--- src/rtl/core/utf8tf_pkg.sv ---
package utf8tf_pkg;

  // Default depth of the queue between the decoder and the output stage, in groups.
  localparam int unsigned QUEUE_DEPTH = 4;

  // Reset value of the output capacity register.
  localparam logic [15:0] CAP_RESET = 16'd512;

  // Code point range of the kept CJK ideographs.
  localparam logic [20:0] CJK_LO = 21'h004E00;
  localparam logic [20:0] CJK_HI = 21'h009FFF;

  // Lead byte masks and patterns.
  localparam logic [7:0] LEAD2_MASK = 8'hE0;
  localparam logic [7:0] LEAD2_PAT  = 8'hC0;
  localparam logic [7:0] LEAD3_MASK = 8'hF0;
  localparam logic [7:0] LEAD3_PAT  = 8'hE0;
  localparam logic [7:0] LEAD4_MASK = 8'hF8;
  localparam logic [7:0] LEAD4_PAT  = 8'hF0;

  // All results caused by one request: up to four bytes, or one bare end marker.
  typedef struct packed {
    logic [3:0][7:0] bytes;
    logic [2:0]      count;
    logic            has_byte;
    logic            eot;
  } group_t;

  // Sequence length given by a lead byte; zero for a byte that cannot start one.
  function automatic logic [2:0] lead_len(logic [7:0] b);
    if (b[7] == 1'b0) begin
      return 3'd1;
    end else if ((b & LEAD2_MASK) == LEAD2_PAT) begin
      return 3'd2;
    end else if ((b & LEAD3_MASK) == LEAD3_PAT) begin
      return 3'd3;
    end else if ((b & LEAD4_MASK) == LEAD4_PAT) begin
      return 3'd4;
    end
    return 3'd0;
  endfunction

  // Code point of a sequence of len bytes; following bytes give their low six bits.
  function automatic logic [20:0] code_point(logic [7:0] b0, logic [7:0] b1,
                                             logic [7:0] b2, logic [7:0] b3,
                                             logic [2:0] len);
    logic [20:0] cp;
    case (len)
      3'd1:    cp = {13'd0, b0};
      3'd2:    cp = {10'd0, b0[4:0], b1[5:0]};
      3'd3:    cp = {5'd0, b0[3:0], b1[5:0], b2[5:0]};
      default: cp = {b0[2:0], b1[5:0], b2[5:0], b3[5:0]};
    endcase
    return cp;
  endfunction

  // Ideographs, ASCII digits, letters and space are kept.
  function automatic logic is_kept(logic [20:0] cp);
    return (cp >= CJK_LO && cp <= CJK_HI) ||
           (cp >= 21'h30 && cp <= 21'h39) ||
           (cp >= 21'h61 && cp <= 21'h7A) ||
           (cp >= 21'h41 && cp <= 21'h5A) ||
           (cp == 21'h20);
  endfunction

  // No further sequence may start once bytes_written + 1 reaches the capacity.
  function automatic logic no_room(logic [15:0] bw, logic [15:0] cap);
    return ({1'b0, bw} + 17'd1) >= {1'b0, cap};
  endfunction

  // A kept sequence of len bytes still fits below the capacity.
  function automatic logic fits(logic [15:0] bw, logic [2:0] len, logic [15:0] cap);
    return ({1'b0, bw} + {14'd0, len}) < {1'b0, cap};
  endfunction

endpackage

--- src/rtl/core/utf8tf_in_if.sv ---
interface utf8tf_in_if;
  logic       valid;
  logic       ready;
  logic [7:0] in_byte;
  logic       in_last;

  modport source (output valid, output in_byte, output in_last, input ready);
  modport sink   (input valid, input in_byte, input in_last, output ready);
endinterface

--- src/rtl/core/utf8tf_out_if.sv ---
interface utf8tf_out_if;
  logic       valid;
  logic       ready;
  logic [7:0] out_byte;
  logic       has_byte;
  logic       end_of_text;

  modport source (output valid, output out_byte, output has_byte, output end_of_text,
                  input ready);
  modport sink   (input valid, input out_byte, input has_byte, input end_of_text,
                  output ready);
endinterface

--- src/rtl/core/utf8tf_cfg_if.sv ---
interface utf8tf_cfg_if;
  logic        valid;
  logic        ready;
  logic [15:0] output_capacity;

  modport source (output valid, output output_capacity, input ready);
  modport sink   (input valid, input output_capacity, output ready);
endinterface

--- src/rtl/core/utf8tf_fifo.sv ---
module utf8tf_fifo #(
  parameter int unsigned DEPTH = utf8tf_pkg::QUEUE_DEPTH
) (
  input  logic                clk,
  input  logic                rst_n,
  input  logic                push,
  input  utf8tf_pkg::group_t  push_data,
  output logic                full,
  input  logic                pop,
  output utf8tf_pkg::group_t  pop_data,
  output logic                empty
);

  localparam int unsigned PTR_W = (DEPTH > 1) ? $clog2(DEPTH) : 1;
  localparam int unsigned CNT_W = $clog2(DEPTH + 1);
  localparam logic [PTR_W-1:0] PTR_LAST = PTR_W'(DEPTH - 1);

  utf8tf_pkg::group_t mem_r [DEPTH];
  logic [PTR_W-1:0]   wr_ptr_r;
  logic [PTR_W-1:0]   rd_ptr_r;
  logic [CNT_W-1:0]   count_r;
  logic [PTR_W-1:0]   wr_ptr_nxt;
  logic [PTR_W-1:0]   rd_ptr_nxt;
  logic [CNT_W-1:0]   count_nxt;

  assign full     = (count_r == CNT_W'(DEPTH));
  assign empty    = (count_r == '0);
  assign pop_data = mem_r[rd_ptr_r];

  // Pointer and fill count update.
  always_comb begin
    wr_ptr_nxt = wr_ptr_r;
    rd_ptr_nxt = rd_ptr_r;
    count_nxt  = count_r;
    if (push) begin
      wr_ptr_nxt = (wr_ptr_r == PTR_LAST) ? '0 : wr_ptr_r + PTR_W'(1);
    end
    if (pop) begin
      rd_ptr_nxt = (rd_ptr_r == PTR_LAST) ? '0 : rd_ptr_r + PTR_W'(1);
    end
    if (push && !pop) begin
      count_nxt = count_r + CNT_W'(1);
    end else if (pop && !push) begin
      count_nxt = count_r - CNT_W'(1);
    end
  end

  always_ff @(posedge clk) begin
    if (!rst_n) begin
      wr_ptr_r <= '0;
      rd_ptr_r <= '0;
      count_r  <= '0;
    end else begin
      wr_ptr_r <= wr_ptr_nxt;
      rd_ptr_r <= rd_ptr_nxt;
      count_r  <= count_nxt;
    end
  end

  // Storage needs no reset.
  always_ff @(posedge clk) begin
    if (push) begin
      mem_r[wr_ptr_r] <= push_data;
    end
  end

  a_no_overflow: assert property (@(posedge clk) disable iff (!rst_n)
    !(push && full && !pop))
    else $error("group queue written while full");

  a_no_underflow: assert property (@(posedge clk) disable iff (!rst_n)
    !(pop && empty))
    else $error("group queue read while empty");

endmodule

--- src/rtl/core/utf8tf_front.sv ---
module utf8tf_front (
  input  logic               clk,
  input  logic               rst_n,
  utf8tf_in_if.sink          in_port,
  utf8tf_cfg_if.sink         cfg_port,
  input  logic               queue_full,
  output logic               push,
  output utf8tf_pkg::group_t push_data
);

  logic [7:0]  hld_r [3];
  logic [1:0]  cnt_r;
  logic [15:0] bw_r;
  logic        full_r;
  logic [15:0] cap_r;

  logic [7:0]      hld_nxt [3];
  logic [1:0]      cnt_nxt;
  logic [15:0]     bw_nxt;
  logic            full_nxt;
  logic            acc;
  logic            ended;
  logic [7:0]      b;
  logic [2:0]      ld;
  logic [2:0]      slen;
  logic [7:0]      s1;
  logic [7:0]      s2;
  logic [7:0]      s3;
  logic [7:0]      r0;
  logic [7:0]      r1;
  logic [2:0]      l0;
  logic [15:0]     bw1;
  logic            two_rest;
  logic            go_second;
  logic [3:0][7:0] ob;
  logic [2:0]      oc;

  assign in_port.ready  = !queue_full;
  assign cfg_port.ready = 1'b1;
  assign acc   = in_port.valid && in_port.ready;
  assign b     = in_port.in_byte;
  assign ended = (b == 8'd0) || in_port.in_last;

  // Decode one request: feed the byte, then on text end flush what is held.
  always_comb begin
    hld_nxt   = hld_r;
    cnt_nxt   = cnt_r;
    bw_nxt    = bw_r;
    full_nxt  = full_r;
    ob        = '0;
    oc        = 3'd0;
    ld        = utf8tf_pkg::lead_len(b);
    slen      = {1'b0, cnt_r} + 3'd1;
    s1        = (cnt_r >= 2'd2) ? hld_r[1] : b;
    s2        = (cnt_r == 2'd3) ? hld_r[2] : ((cnt_r == 2'd2) ? b : 8'd0);
    s3        = (cnt_r == 2'd3) ? b : 8'd0;
    r0        = 8'd0;
    r1        = 8'd0;
    l0        = 3'd0;
    bw1       = bw_r;
    two_rest  = 1'b0;
    go_second = 1'b0;

    // Feed a nonzero byte.
    if (acc && b != 8'd0 && !full_r) begin
      if (cnt_r == 2'd0) begin
        if (utf8tf_pkg::no_room(bw_r, cap_r)) begin
          full_nxt = 1'b1;
        end else if (ld == 3'd1) begin
          if (utf8tf_pkg::is_kept(utf8tf_pkg::code_point(b, 8'd0, 8'd0, 8'd0, 3'd1)) &&
              utf8tf_pkg::fits(bw_r, 3'd1, cap_r)) begin
            ob[0]  = b;
            oc     = 3'd1;
            bw_nxt = bw_r + 16'd1;
          end
        end else if (ld != 3'd0) begin
          hld_nxt[0] = b;
          cnt_nxt    = 2'd1;
        end
      end else if (slen >= utf8tf_pkg::lead_len(hld_r[0]) || cnt_r == 2'd3) begin
        // The sequence is complete with this byte.
        if (utf8tf_pkg::is_kept(utf8tf_pkg::code_point(hld_r[0], s1, s2, s3, slen)) &&
            utf8tf_pkg::fits(bw_r, slen, cap_r)) begin
          ob     = {s3, s2, s1, hld_r[0]};
          oc     = slen;
          bw_nxt = bw_r + {13'd0, slen};
        end
        cnt_nxt = 2'd0;
      end else begin
        hld_nxt[cnt_r] = b;
        cnt_nxt        = cnt_r + 2'd1;
      end
    end

    // Text end: drop the lead byte and parse the held rest again.
    if (acc && ended) begin
      r0       = hld_nxt[1];
      r1       = hld_nxt[2];
      two_rest = (cnt_nxt == 2'd3);
      l0       = utf8tf_pkg::lead_len(r0);
      bw1      = bw_nxt;
      if (cnt_nxt > 2'd1 && !utf8tf_pkg::no_room(bw_nxt, cap_r)) begin
        if (l0 == 3'd1) begin
          if (utf8tf_pkg::is_kept(utf8tf_pkg::code_point(r0, 8'd0, 8'd0, 8'd0, 3'd1)) &&
              utf8tf_pkg::fits(bw_nxt, 3'd1, cap_r)) begin
            ob[0] = r0;
            oc    = 3'd1;
            bw1   = bw_nxt + 16'd1;
          end
          go_second = two_rest;
        end else if (l0 == 3'd2 && two_rest) begin
          if (utf8tf_pkg::is_kept(utf8tf_pkg::code_point(r0, r1, 8'd0, 8'd0, 3'd2)) &&
              utf8tf_pkg::fits(bw_nxt, 3'd2, cap_r)) begin
            ob[0] = r0;
            ob[1] = r1;
            oc    = 3'd2;
          end
        end else begin
          go_second = two_rest;
        end
        if (go_second && !utf8tf_pkg::no_room(bw1, cap_r) &&
            utf8tf_pkg::lead_len(r1) == 3'd1 &&
            utf8tf_pkg::is_kept(utf8tf_pkg::code_point(r1, 8'd0, 8'd0, 8'd0, 3'd1)) &&
            utf8tf_pkg::fits(bw1, 3'd1, cap_r)) begin
          ob[oc[1:0]] = r1;
          oc          = oc + 3'd1;
        end
      end
      hld_nxt[0] = 8'd0;
      hld_nxt[1] = 8'd0;
      hld_nxt[2] = 8'd0;
      cnt_nxt    = 2'd0;
      bw_nxt     = 16'd0;
      full_nxt   = 1'b0;
    end
  end

  // Result group handed to the queue; an end with no byte becomes a bare marker.
  always_comb begin
    push               = acc && (oc != 3'd0 || ended);
    push_data.bytes    = ob;
    push_data.count    = (oc == 3'd0) ? 3'd1 : oc;
    push_data.has_byte = (oc != 3'd0);
    push_data.eot      = ended;
  end

  // Text state.
  always_ff @(posedge clk) begin
    if (!rst_n) begin
      hld_r[0] <= 8'd0;
      hld_r[1] <= 8'd0;
      hld_r[2] <= 8'd0;
      cnt_r    <= 2'd0;
      bw_r     <= 16'd0;
      full_r   <= 1'b0;
    end else begin
      hld_r  <= hld_nxt;
      cnt_r  <= cnt_nxt;
      bw_r   <= bw_nxt;
      full_r <= full_nxt;
    end
  end

  // Capacity register.
  always_ff @(posedge clk) begin
    if (!rst_n) begin
      cap_r <= utf8tf_pkg::CAP_RESET;
    end else if (cfg_port.valid && cfg_port.ready) begin
      cap_r <= cfg_port.output_capacity;
    end
  end

  a_full_not_holding: assert property (@(posedge clk) disable iff (!rst_n)
    full_r |-> (cnt_r == 2'd0))
    else $error("buffer full while a sequence is held");

  a_end_clears: assert property (@(posedge clk) disable iff (!rst_n)
    (acc && ended) |=> (cnt_r == 2'd0 && bw_r == 16'd0 && !full_r))
    else $error("text state not cleared after end of text");

endmodule

--- src/rtl/core/utf8tf_back.sv ---
module utf8tf_back (
  input  logic               clk,
  input  logic               rst_n,
  input  logic               queue_empty,
  input  utf8tf_pkg::group_t pop_data,
  output logic               pop,
  utf8tf_out_if.source       out_port
);

  utf8tf_pkg::group_t cur_r;
  logic               vld_r;
  logic [1:0]         idx_r;
  logic [2:0]         cnt_m1;
  logic               last;
  logic               out_acc;

  assign cnt_m1  = cur_r.count - 3'd1;
  assign last    = ({1'b0, idx_r} == cnt_m1);
  assign out_acc = vld_r && out_port.ready;
  assign pop     = !queue_empty && (!vld_r || (out_acc && last));

  // Present the current result from the held group.
  assign out_port.valid       = vld_r;
  assign out_port.out_byte    = cur_r.bytes[idx_r];
  assign out_port.has_byte    = cur_r.has_byte;
  assign out_port.end_of_text = cur_r.eot && last;

  // Step through the group, loading the next one as the last result goes.
  always_ff @(posedge clk) begin
    if (!rst_n) begin
      vld_r <= 1'b0;
      idx_r <= 2'd0;
    end else if (pop) begin
      vld_r <= 1'b1;
      idx_r <= 2'd0;
    end else if (out_acc) begin
      if (last) begin
        vld_r <= 1'b0;
      end else begin
        idx_r <= idx_r + 2'd1;
      end
    end
  end

  always_ff @(posedge clk) begin
    if (pop) begin
      cur_r <= pop_data;
    end
  end

  a_bare_marker_ends: assert property (@(posedge clk) disable iff (!rst_n)
    (vld_r && !cur_r.has_byte) |-> (cur_r.eot && cur_r.count == 3'd1))
    else $error("bare marker that does not end the text");

  a_group_continues: assert property (@(posedge clk) disable iff (!rst_n)
    (out_acc && !last) |=> (vld_r && idx_r == $past(idx_r) + 2'd1))
    else $error("group left before its last result");

endmodule

--- src/rtl/core/utf8_text_filter_core.sv ---
// UTF-8 text filter. Text bytes enter on in_port at up to one request per clock; each
// sequence is decoded from its lead byte and passed through whole when its code point is
// a CJK ideograph (U+4E00..U+9FFF), an ASCII digit or letter, or a space and still fits
// below the capacity; anything else is dropped. A zero byte or in_last ends the text, and the
// last result of every text carries end_of_text (a bare marker with has_byte low if nothing
// is passed at that point). The decoder takes one byte per cycle and puts all results of
// that byte into a queue of QUEUE_DEPTH groups; the output stage drains the queue at one
// result per cycle while out_port.ready is high, so a byte that completes a sequence of n
// kept bytes gives n results in turn, and in_port.ready drops only while the queue is full.
// The capacity register (cfg_port, always ready) should be written between texts.
module utf8_text_filter_core #(
  parameter int unsigned QUEUE_DEPTH = utf8tf_pkg::QUEUE_DEPTH
) (
  input  logic          clk,
  input  logic          rst_n,
  utf8tf_in_if.sink     in_port,
  utf8tf_cfg_if.sink    cfg_port,
  utf8tf_out_if.source  out_port
);

  utf8tf_pkg::group_t push_data;
  utf8tf_pkg::group_t pop_data;
  logic               push;
  logic               pop;
  logic               queue_full;
  logic               queue_empty;

  // Decoder and classifier.
  utf8tf_front u_front (
    .clk        (clk),
    .rst_n      (rst_n),
    .in_port    (in_port),
    .cfg_port   (cfg_port),
    .queue_full (queue_full),
    .push       (push),
    .push_data  (push_data)
  );

  // Result group queue.
  utf8tf_fifo #(
    .DEPTH (QUEUE_DEPTH)
  ) u_fifo (
    .clk       (clk),
    .rst_n     (rst_n),
    .push      (push),
    .push_data (push_data),
    .full      (queue_full),
    .pop       (pop),
    .pop_data  (pop_data),
    .empty     (queue_empty)
  );

  // Output serializer.
  utf8tf_back u_back (
    .clk         (clk),
    .rst_n       (rst_n),
    .queue_empty (queue_empty),
    .pop_data    (pop_data),
    .pop         (pop),
    .out_port    (out_port)
  );

endmodule

--- src/flat_wrapper.sv ---
// flat-port wrapper written by rule: the top's interface ports become plain ports
module utf8_text_filter_core_flat 
#(
  parameter int unsigned QUEUE_DEPTH = utf8tf_pkg::QUEUE_DEPTH
)
  (clk, rst_n, in_port_valid, in_port_in_byte, in_port_in_last, in_port_ready, cfg_port_valid, cfg_port_output_capacity, cfg_port_ready, out_port_valid, out_port_out_byte, out_port_has_byte, out_port_end_of_text, out_port_ready);
  utf8tf_in_if in_port_i ();
  utf8tf_cfg_if cfg_port_i ();
  utf8tf_out_if out_port_i ();
  input  logic clk;
  input  logic rst_n;
  input wire logic [$bits(in_port_i.valid)-1:0] in_port_valid;
  input wire logic [$bits(in_port_i.in_byte)-1:0] in_port_in_byte;
  input wire logic [$bits(in_port_i.in_last)-1:0] in_port_in_last;
  output wire logic [$bits(in_port_i.ready)-1:0] in_port_ready;
  input wire logic [$bits(cfg_port_i.valid)-1:0] cfg_port_valid;
  input wire logic [$bits(cfg_port_i.output_capacity)-1:0] cfg_port_output_capacity;
  output wire logic [$bits(cfg_port_i.ready)-1:0] cfg_port_ready;
  output wire logic [$bits(out_port_i.valid)-1:0] out_port_valid;
  output wire logic [$bits(out_port_i.out_byte)-1:0] out_port_out_byte;
  output wire logic [$bits(out_port_i.has_byte)-1:0] out_port_has_byte;
  output wire logic [$bits(out_port_i.end_of_text)-1:0] out_port_end_of_text;
  input wire logic [$bits(out_port_i.ready)-1:0] out_port_ready;
  assign in_port_i.valid = in_port_valid;
  assign in_port_i.in_byte = in_port_in_byte;
  assign in_port_i.in_last = in_port_in_last;
  assign in_port_ready = in_port_i.ready;
  assign cfg_port_i.valid = cfg_port_valid;
  assign cfg_port_i.output_capacity = cfg_port_output_capacity;
  assign cfg_port_ready = cfg_port_i.ready;
  assign out_port_valid = out_port_i.valid;
  assign out_port_out_byte = out_port_i.out_byte;
  assign out_port_has_byte = out_port_i.has_byte;
  assign out_port_end_of_text = out_port_i.end_of_text;
  assign out_port_i.ready = out_port_ready;
  utf8_text_filter_core #(.QUEUE_DEPTH(QUEUE_DEPTH)) u_core (.clk(clk), .rst_n(rst_n), .in_port(in_port_i), .cfg_port(cfg_port_i), .out_port(out_port_i));
endmodule
--- config.mk ---
export PLATFORM = sky130hd
export DESIGN_NAME = utf8_text_filter_core_flat
export DESIGN_NICKNAME = d
export VERILOG_FILES = /design/src/rtl/core/utf8tf_pkg.sv /design/src/rtl/core/utf8tf_in_if.sv /design/src/rtl/core/utf8tf_out_if.sv /design/src/rtl/core/utf8tf_cfg_if.sv /design/src/rtl/core/utf8tf_fifo.sv /design/src/rtl/core/utf8tf_front.sv /design/src/rtl/core/utf8tf_back.sv /design/src/rtl/core/utf8_text_filter_core.sv /design/src/flat_wrapper.sv
export SDC_FILE = /design/constraint.sdc
export NUM_CORES = 1
export LEC_CHECK = 0
export BUFFER_PORTS_ARGS = -buffer_cell sky130_fd_sc_hd__buf_2
export CELL_PAD_IN_SITES_DETAIL_PLACEMENT = 2
export CELL_PAD_IN_SITES_GLOBAL_PLACEMENT = 2
export CORE_ASPECT_RATIO = 0.9
export CORE_MARGIN = 1.5
export CORE_UTILIZATION = 46
export CTS_CLUSTER_SIZE = 28
export DETAILED_ROUTE_END_ITERATION = 7
export GPL_ROUTABILITY_DRIVEN = 0
export HOLD_SLACK_MARGIN = 0.15
export PLACE_DENSITY_LB_ADDON = 0.1
export SKIP_CTS_REPAIR_TIMING = 1
export SYNTH_ARGS = -nofsm -noshare
export SYNTH_HDL_FRONTEND = slang
export SYNTH_SLANG_ARGS = --single-unit
--- constraint.sdc ---
create_clock -name clk -period 37.6 [get_ports clk]
set_clock_uncertainty 0.15 [all_clocks]
set_input_delay 1.88 -clock clk [delete_from_list [all_inputs] [get_ports clk]]
set_output_delay 1.88 -clock clk [all_outputs]
set_load 0.01 [all_outputs]
==> metrics <==
initial antenna violation count=2; diodes inserted=0; WHS Endpoint=u_core.u_front.full_r; GRT Residual Overflow=0; die width=199 um; synth unique cells=between 90 and 100; Yosys warnings=0; IO Port Bufs=41; row cnt=64; largest net degree at the start of global routing=41; CORE AREA=~34000 um^2; Synth Cell Area=around 16000 um^2; # nets final=approximately 1600; Worst-Margin Slew=1.20 ns; Cell Pwr Density=roughly 51 nW/um^2; R2R cell count=58; FF-to-FF Start=u_core.u_front.cnt_r[1]; clk_lat worst skew=approximately 0.58 ns; WL met1=approximately 28 mm; reg2reg setup slack=around 21 ns; vias in the first global route=14354; CTS tree=yes; Worst path max stage delay=roughly 1.0 ns; 1st-pass router iterations=5; clock sink count=254; HP Class=reg2reg; Max Slew Vio Count=0; Finished Cell Area=about 18000 um^2; Leak=6.44 nW; first-pass GRT wire length=slightly below 100 mm; area growth from synthesis to layout=10.1%; DRC=0; Critical Setup Path Class=reg2reg; Clock Path Buffers=3; asr flop ratio synth=0%; Hold Path Depth=2; Mean Syn Cell Area=between 10 and 15 um^2; Critical Path End Type=flop; I/O pins=between 40 and 50; share of layout cells above drive strength 1=between 10% and 20%; RSZ-0062 raised after global routing=no; dpl hpwl=about 48 mm; vias post-DR=13485; total negative slack=0 ns; routed wire length=slightly below 70 mm; Highest Clock Rate=roughly 0.06 GHz; DR WL/cell=~34 um; arrival time worst endpoint=~16 ns; Final Cycle Share=between 40% and 50%; TritonCTS Buffers=29; clock-pin slew on the worst setup and hold paths=roughly 0.060 ns; status=finished, final reports clean; Data required, critical path=37.65 ns; Min Hold Slack=between 0.3 and 0.4 ns; Post-synth EDFFs=around 190; htree depth=1; All-Layer GR Usage=37.8%; Cells after Synth=between 1000 and 1500; Rel. slew slack=about 20%; met2 WL post-DR=30.6 mm; vias per cell=6.85; Max FO, Critical Path=15; WL met3=5.56 mm; most used cell, CP=ha_1; Syn Nets=1605; Final Hold Viols=0; worst r2r dst=u_core.u_fifo.mem_r[2][13]; root buffer cell=clkbuf_16; VDD IR-drop max=between 0.03 and 0.04 mV; Seq cells post-synth=about 250; post-synthesis sequential area ratio=between 40% and 50%; slowest library cell on the worst path=o32ai_1; max_cap viols=0; CP Launch Type=flop; fill count=between 3000 and 4000; DRT iter0 DRCs=roughly 1500; min-delay src=u_core.u_front.full_r; max layer used=met4; die area=between 30000 and 40000 um^2; post-route minimum period=16.29 ns; Starting Density=46.8%; Die H=around 180 um; Routed Antenna Nets=0; placed instance area=~17000 um^2; Setup-failing EPs final=0; Primary FF master, synth=edfxtp_1
==> metrics by stage <==
| step | util, % | power, mW | worst slack, ns | instances |
|---|---|---|---|---|
| global placement | 48.7 | 0.575 | 23.48 | 1915 |
| global route | 51.5 | 0.929 | 20.74 | 1969 |
| CTS | 51.5 | 0.902 | 21.84 | 1969 |
| detailed placement | 48.7 | 0.600 | 22.31 | 1915 |
| finish | 51.5 | 0.902 | 21.31 | 1969 |
| floorplan | - | 0.510 | 25.81 | 1467 |
==> flip-flops by register name, indices dropped and copies added (netlist names), 3 cells and up <==
signal / count
u_core.u_fifo.count_r: 3
u_core.u_back.cur_r: 36
u_core.u_front.hld_r: 24
u_core.u_fifo.mem_r: 148
u_core.u_front.cap_r: 16
u_core.u_front.bw_r: 16
==> Yosys cell counts, drive strengths merged (9+ instances only) <==
master / instances / area, um^2
nor2b: 38 / 240
nor2: 122 / 475
o31ai: 11 / 96.3
a31oi: 18 / 134
nor3: 40 / 205
nand2: 91 / 344
ha: 106 / 1330
inv: 58 / 218
o32ai: 12 / 113
nand4: 26 / 163
nand2b: 21 / 131
and2: 16 / 100
or3: 11 / 68.8
a21o: 15 / 113
xnor2: 56 / 490
mux2i: 46 / 473
xor2: 28 / 245
a22oi: 13 / 97.6
mux4: 45 / 1010
a211oi: 9 / 80.1
edfxtp: 185 / 5560
a221oi: 10 / 87.6
o21a: 24 / 180
o21ai: 62 / 333
nor4: 13 / 133
dfxtp: 69 / 1380
clkbuf: 46 / 174
a21oi: 71 / 363
buf: 30 / 164
nand3: 45 / 240
o22ai: 12 / 75.1
==> metal layers <==
layer,vias to the layer above,GRT usage [%]
li1,5599,-
met1,6922,51.0
met2,752,59.1
met3,212,6.62
met4,0,17.2
met5,-,0
==> cell families (layout without fill, tap and decap cells) <==
logic type      after synthesis  in the layout  share of synthesized area [%]
buf+inv                     134            174                           3.49
simple gates                456            456                           14.9
xor+xnor                     84             84                           4.62
compound gates              331            331                           14.9
other cells                   1              1                         0.0236
fa+ha+maj                   108            108                           8.58
mux                          99             99                           9.90
flops                       254            254                           43.6
==> worst max path at each step <==
stage | startpoint | endpoint | slack [ns] | cells past startpoint
after global placement | u_core.u_front.cnt_r[1] | u_core.u_fifo.mem_r[0][32] | 23.48 | 57
after CTS | u_core.u_front.cnt_r[1] | u_core.u_fifo.mem_r[1][13] | 21.84 | 58
after global routing | u_core.u_front.cnt_r[1] | u_core.u_fifo.mem_r[0][13] | 20.74 | 58
final | u_core.u_front.cnt_r[1] | u_core.u_fifo.mem_r[2][13] | 21.31 | 58
after detailed placement | u_core.u_front.cnt_r[1] | u_core.u_fifo.mem_r[3][13] | 22.31 | 57
after floorplan | u_core.u_front.cnt_r[1] | u_core.u_fifo.mem_r[0][1] | 25.81 | 61
==> cells in the final DEF (no fill, tap or decap), drive strengths merged, types with 12 or more instances in the layout <==
cell	netlist	routed
mux2i	46	46
a21o	15	15
nand4	26	26
inv	58	61
o21ai	62	62
edfxtp	185	185
mux4	45	45
xor2	28	28
nor2	122	122
buf	30	62
xnor2	56	56
nand2b	21	21
nor4	13	13
o22ai	12	12
a22oi	13	13
dfxtp	69	69
nand2	91	91
nand3	45	45
a31oi	18	18
clkbuf	46	38
nor2b	38	38
a21oi	71	71
nor3	40	40
o32ai	12	12
o21a	24	24
ha	106	106
and2	16	16
==> critical path: cells and delay by family (launching register included) <==
| kind | cells | cell delay (ns) |
|---|---|---|
| buf+inv | 6 | 1.13 |
| compound gates | 24 | 7.15 |
| flops | 1 | 0.60 |
| fa+ha+maj | 7 | 2.49 |
| xor+xnor | 4 | 0.72 |
| simple gates | 17 | 3.65 |
==> power by group <==
| part | total (mW) | leakage (nW) | internal [mW] | switching, mW |
|---|---|---|---|---|
| Sequential | 0.378 | 2.31 | 0.348 | 0.0295 |
| Combinational | 0.227 | 3.67 | 0.0901 | 0.137 |
| Clock | 0.297 | 0.458 | 0.169 | 0.128 |
==> cell type report <==
type	instances	area (um^2)	share of cell area, %
Multi-Input combinational cell	1079	8470	48.3
Tap cell	462	578	3.30
Clock inverter	16	174	0.992
Inverter	58	218	1.24
Clock buffer	38	790	4.50
Sequential cell	254	6940	39.6
Timing Repair Buffer	62	363	2.07
Note: power is estimated with default switching activity, not from simulation.
